File: src/sv/tqas_pkg.sv
// Shared constants, codes and types for the annealing swap block.
package tqas_pkg;

  localparam int SLICES_MAX = 16;
  localparam int CITIES_MAX = 32;
  localparam int SLICE_W    = $clog2(SLICES_MAX);
  localparam int CITY_W     = $clog2(CITIES_MAX);
  localparam int SCNT_W     = 5;
  localparam int CCNT_W     = 6;
  localparam int ROW_W      = SLICE_W + CITY_W;
  localparam int SPIN_ROWS  = SLICES_MAX * CITIES_MAX;
  localparam int DIST_AW    = 2 * CITY_W;
  localparam int DIST_DEPTH = CITIES_MAX * CITIES_MAX;
  localparam int CFG_W      = 16;
  localparam int CFG_IDX_W  = 2;
  localparam int ACC_W      = 24;
  localparam int NUM_W      = ACC_W + 18;
  localparam int DEN_W      = 20;
  localparam int DIV_CW     = $clog2(NUM_W + 1);

  typedef enum logic [1:0] {
    ACT_DIST = 2'd0,
    ACT_SPIN = 2'd1,
    ACT_SWAP = 2'd2,
    ACT_BAD  = 2'd3
  } action_e;

  typedef enum logic [CFG_IDX_W-1:0] {
    CFG_SLICES = 2'd0,
    CFG_CITIES = 2'd1,
    CFG_DSCALE = 2'd2,
    CFG_BETA   = 2'd3
  } cfg_idx_e;

  typedef struct packed {
    logic             start;
    logic [NUM_W-1:0] num;
    logic [DEN_W-1:0] den;
  } div_req_t;

  typedef struct packed {
    logic             busy;
    logic             done;
    logic [NUM_W-1:0] quot;
  } div_rsp_t;

endpackage

File: src/sv/tqas_div.sv
// Restoring divider, one quotient bit per cycle.
module tqas_div (
  input  logic               clk_i,
  input  logic               rst_ni,
  input  tqas_pkg::div_req_t req_i,
  output tqas_pkg::div_rsp_t rsp_o
);
  import tqas_pkg::*;

  logic [DEN_W-1:0]  rem_q, den_q;
  logic [NUM_W-1:0]  wq_q;
  logic [DIV_CW-1:0] cnt_q;
  logic              busy_q, done_q;
  logic [DEN_W:0]    shifted, diff;
  logic              ge;

  assign shifted = {rem_q, wq_q[NUM_W-1]};
  assign ge      = shifted >= {1'b0, den_q};
  assign diff    = shifted - {1'b0, den_q};

  always_ff @(posedge clk_i or negedge rst_ni) begin
    if (!rst_ni) begin
      rem_q  <= '0;
      den_q  <= '0;
      wq_q   <= '0;
      cnt_q  <= '0;
      busy_q <= 1'b0;
      done_q <= 1'b0;
    end else begin
      done_q <= 1'b0;
      if (req_i.start) begin
        rem_q  <= '0;
        wq_q   <= req_i.num;
        den_q  <= req_i.den;
        cnt_q  <= DIV_CW'(NUM_W);
        busy_q <= 1'b1;
      end else if (busy_q) begin
        rem_q <= ge ? diff[DEN_W-1:0] : shifted[DEN_W-1:0];
        wq_q  <= {wq_q[NUM_W-2:0], ge};
        cnt_q <= cnt_q - DIV_CW'(1);
        if (cnt_q == DIV_CW'(1)) begin
          busy_q <= 1'b0;
          done_q <= 1'b1;
        end
      end
    end
  end

  assign rsp_o.busy = busy_q;
  assign rsp_o.done = done_q;
  assign rsp_o.quot = wq_q;

endmodule

File: config.mk
export PLATFORM = sky130hd
export DESIGN_NAME = tqas_div
export DESIGN_NICKNAME = d
export VERILOG_FILES = /design/src/sv/tqas_pkg.sv /design/src/sv/tqas_div.sv
export SDC_FILE = /design/constraint.sdc
export NUM_CORES = 1
export LEC_CHECK = 0
export ABC_AREA = 1
export BUFFER_PORTS_ARGS = -buffer_cell sky130_fd_sc_hd__buf_2
export CAP_MARGIN = 0
export CORE_MARGIN = 2
export CORE_UTILIZATION = 60
export CTS_CLUSTER_DIAMETER = 120
export DETAILED_ROUTE_END_ITERATION = 7
export GPL_TIMING_DRIVEN = 1
export PLACE_DENSITY = 0.95
export SKIP_LAST_GASP = 1
export SLEW_MARGIN = 20
export SYNTH_ARGS = -nofsm -noshare
export SYNTH_HDL_FRONTEND = slang
export SYNTH_SLANG_ARGS = --single-unit
File: constraint.sdc
create_clock -name clk_i -period 3.8 [get_ports clk_i]
set_input_delay 0.19 -clock clk_i [delete_from_list [all_inputs] [get_ports clk_i]]
set_output_delay 0.19 -clock clk_i [all_outputs]
set_load 0.01 [all_outputs]
==> run_results.csv <==
group,metric,value,unit
yosys,synth_top_area_share,0.420,
worst_setup_path,worstSetupStartpointType,"flop",
worst_setup_path,rr_endpoint,"rem_q[9]",
worst_setup_path,crit_fanout,20,
yosys,syn_area,0.00536,mm2
yosys,synth_most_common_cell,"nand2_1",
detailed_routing,dr.pass1.iters,5,
power,internal_power,0.00217,W
clock_tree,cts_setup_buffers,0,
power,clockPowerShare,0.196,
timing,finalClockSkew,0.00877,ns
yosys,synth_common_cells,"nand2_1, inv_1, dfrtp_1, nand3_1, o21ai_0",
worst_setup_path,arrival,3.07,ns
die,die-area,0.00971,mm2
timing,setup_viol,0,
detailed_routing,vias_per_cell,5.42,
clock_tree,cts_sinks,90,
timing,slew_headroom,0.397,
power,seq_power_share,0.321,
cells_and_area,n_antenna_cell,0,
detailed_routing,totalWireLength,13400,um
place,io_buffers,108,
clock_tree,numCtsBuffers,9,
clock_tree,cts_tree,"built",
yosys,synth.avg_cell_area,7.45,um2
grt,grt_pass1_vias,4933,
die,rows,34,
die,ios,109,
grt,grt_start_max_net_pins,68,
flow_run,cap_violations,0,
timing,timing.fmax,0.356,GHz
power,power_density,623,mW/mm2
grt,grt_overflow,0,
worst_setup_path,cp-startpoint,"rem_q[7]",
timing,setup_ws,0.993,ns
grt,grt_pass1_wl,22200,um
grt,grt_util_all_layers,0.282,
timing,setup_tns,0,ns
worst_setup_path,reg2reg_slack,0.99,ns
yosys,synth_cells,720,
clock_tree,cts.clk_slew.worst_paths,0.10,ns
yosys,synthDistinctLibCells,33,
detailed_routing,drt.antenna.violating_nets,0,
worst_setup_path,rr_startpoint,"rem_q[7]",
yosys,ys_seq_elements,90,
power,power_leakage,3.44,nW
power,p_comb_frac,0.483,
timing,tightest_slew,0.904,ns
die,fp.dieW,98.5,um
yosys,synth_edf_count,0,
worst_setup_path,r2r_cells,13,
clock_tree,clockBufferDepth,2,
yosys,async_flop_share,1.00,
outcome,status,"complete, no violations",
detailed_routing,dr_total_vias,5031,
worst_setup_path,required,4.06,ns
grt,antenna_found_initial,0,
yosys,synthTopCellsByArea,"dfrtp_1, nand2_1, inv_1, nand3_1, ha_1",
timing,grt_setup_unrepaired,"false",
cells_and_area,final_cell_count_no_fill,928,
yosys,syn_nets,808,
cells_and_area,drive_gt1_frac,0.179,
worst_setup_path,worstSetupEndpointType,"flop",
yosys,synth_flop_cell,"dfrtp_1",
worst_setup_path,path_class,"reg -> reg",
place,dp_slack,1.02,ns
place,gp_congestion,0.982,
die,fp.dieH,98.5,um
cells_and_area,layout.nets,904,
power,switching_share,0.433,
yosys,synth_area_leader_cell,"dfrtp_1",
timing,period_minus_slack,2.81,ns
power,ir_drop,0.000314,V
die,start_util,0.618,
worst_setup_path,endpoint,"rem_q[9]",
yosys,synth_warnings,0,
timing,drv_slew,0,
clock_tree,clock_latency,0.37,ns
detailed_routing,avgRoutedWirePerCell,14.5,um
place,dp.cells,912,
clock_tree,root_buffer,"clkbuf_8",
clock_tree,h-tree-depth,3,
power,net-switching-power,0.00166,W
detailed_routing,drt_iter0_drc,264,
die,core,0.00868,mm2
yosys,seq_area_frac_synth,0.420,
detailed_routing,drc,0,
timing,fin_crit_sh,0.739,
cells_and_area,syn_to_final_growth,14.5,%
place,dpl.hpwl,9470,um
timing,finalHoldViolCount,0,
hold_path,hold_path.class,"in -> reg",
-- worst max-delay path, stage by stage, from the launching register on --
cell	delay [ns]
dfrtp_1	0.39
ha_1	0.36
nand2_1	0.17
inv_1	0.06
nand2_1	0.06
nand2_1	0.08
a21oi_2	0.17
nand2_2	0.07
nand2_2	0.36
nand2_1	0.57
nand2_1	0.22
nand2_1	0.07
nand2_1	0.05
nand2_1	0.05
-- cell families after synthesis --
logic type,Yosys count,share of synthesized area
flip-flops,90,0.420
XOR/XNOR,9,0.0147
adder cells (fa/ha/maj),23,0.0551
buffers and inverters,158,0.123
AND/OR/NAND/NOR,342,0.269
AO/OA/AOI/OAI,98,0.119
-- power groups by stage --
stage	Clock [W]	Combinational, W	Sequential, W
detailed placement	0	0.00181	0.00124
finish	0.000750	0.00185	0.00123
global route	0.000791	0.00210	0.00125
floorplan	0	0.00143	0.00124
global placement	0	0.00177	0.00123
CTS	0.000753	0.00183	0.00123
-- routing by layer --
layer | vias up | global-route usage | share of wire
met4 | 0 | 0.126 | 0.026
met3 | 39 | 0.0674 | 0.081
met2 | 232 | 0.460 | 0.47
met1 | 2286 | 0.359 | 0.42
li1 | 2474 | - | -
met5 | - | 0 | 0
-- cell usage in the layout (no fill, tap or decap), drive strengths merged --
cell,Yosys,routed
buf,14,114
nand4,1,1
fa,1,1
nor2,31,31
o21a,1,1
nor3,8,8
o221ai,24,24
a21oi,18,18
inv,128,130
ha,22,22
clkbuf,16,9
dlygate4sd3,0,1
nand3,62,62
xnor2,4,4
a22oi,8,8
dfrtp,90,90
xor2,5,5
bufinv,0,2
o21bai,1,1
o211ai,9,9
clkinvlp,0,1
nand3b,5,5
clkinv,0,1
o21ai,37,37
nand2,235,235
-- what timing repair did --
action | in CTS | in global routing
hold buffers | 1 | 0
setup endpoints to repair | 0 | 0
resized for setup | 0 | 0
hold endpoints to repair | 66 | 0
-- state kept, by name, summed over array words and instances (netlist names) --
signal  flops
done_q      1
cnt_q       6
rem_q      20
wq_q       42
busy_q      1
den_q      20
-- per-stage QoR --
stage           util  total power [W]  area (um2)  hold WS, ns
2_1_floorplan      -          0.00267        5360       -0.106
3_3_place_gp   0.681          0.00301        5910        0.339
3_5_place_dp   0.681          0.00305        5910        0.348
4_1_cts        0.707          0.00381        6140       0.0124
5_1_grt        0.707          0.00414        6140       0.0172
6_report       0.707          0.00383        6140       0.0219
-- final cells by class --
class / count / area (um2)
inverter: 128 / 480
tap: 108 / 135
sequential: 90 / 2250
clock buffer: 9 / 124
fill: 708 / 2540
clock inverter: 6 / 98.8
timing repair buffer: 115 / 598
multi-input combinational: 472 / 2450
-- worst min path at each step --
stage                     startpoint  depth (start not counted)  endpoint
final                       req_i[7]                          3  den_q[7]
after global routing       req_i[31]                          3  wq_q[11]
after CTS                  req_i[29]                          3   wq_q[9]
after detailed placement      rst_ni                          1  den_q[5]
after global placement        rst_ni                          1  den_q[5]
after floorplan               rst_ni                          0    busy_q
(Power assumes the default switching activity.)
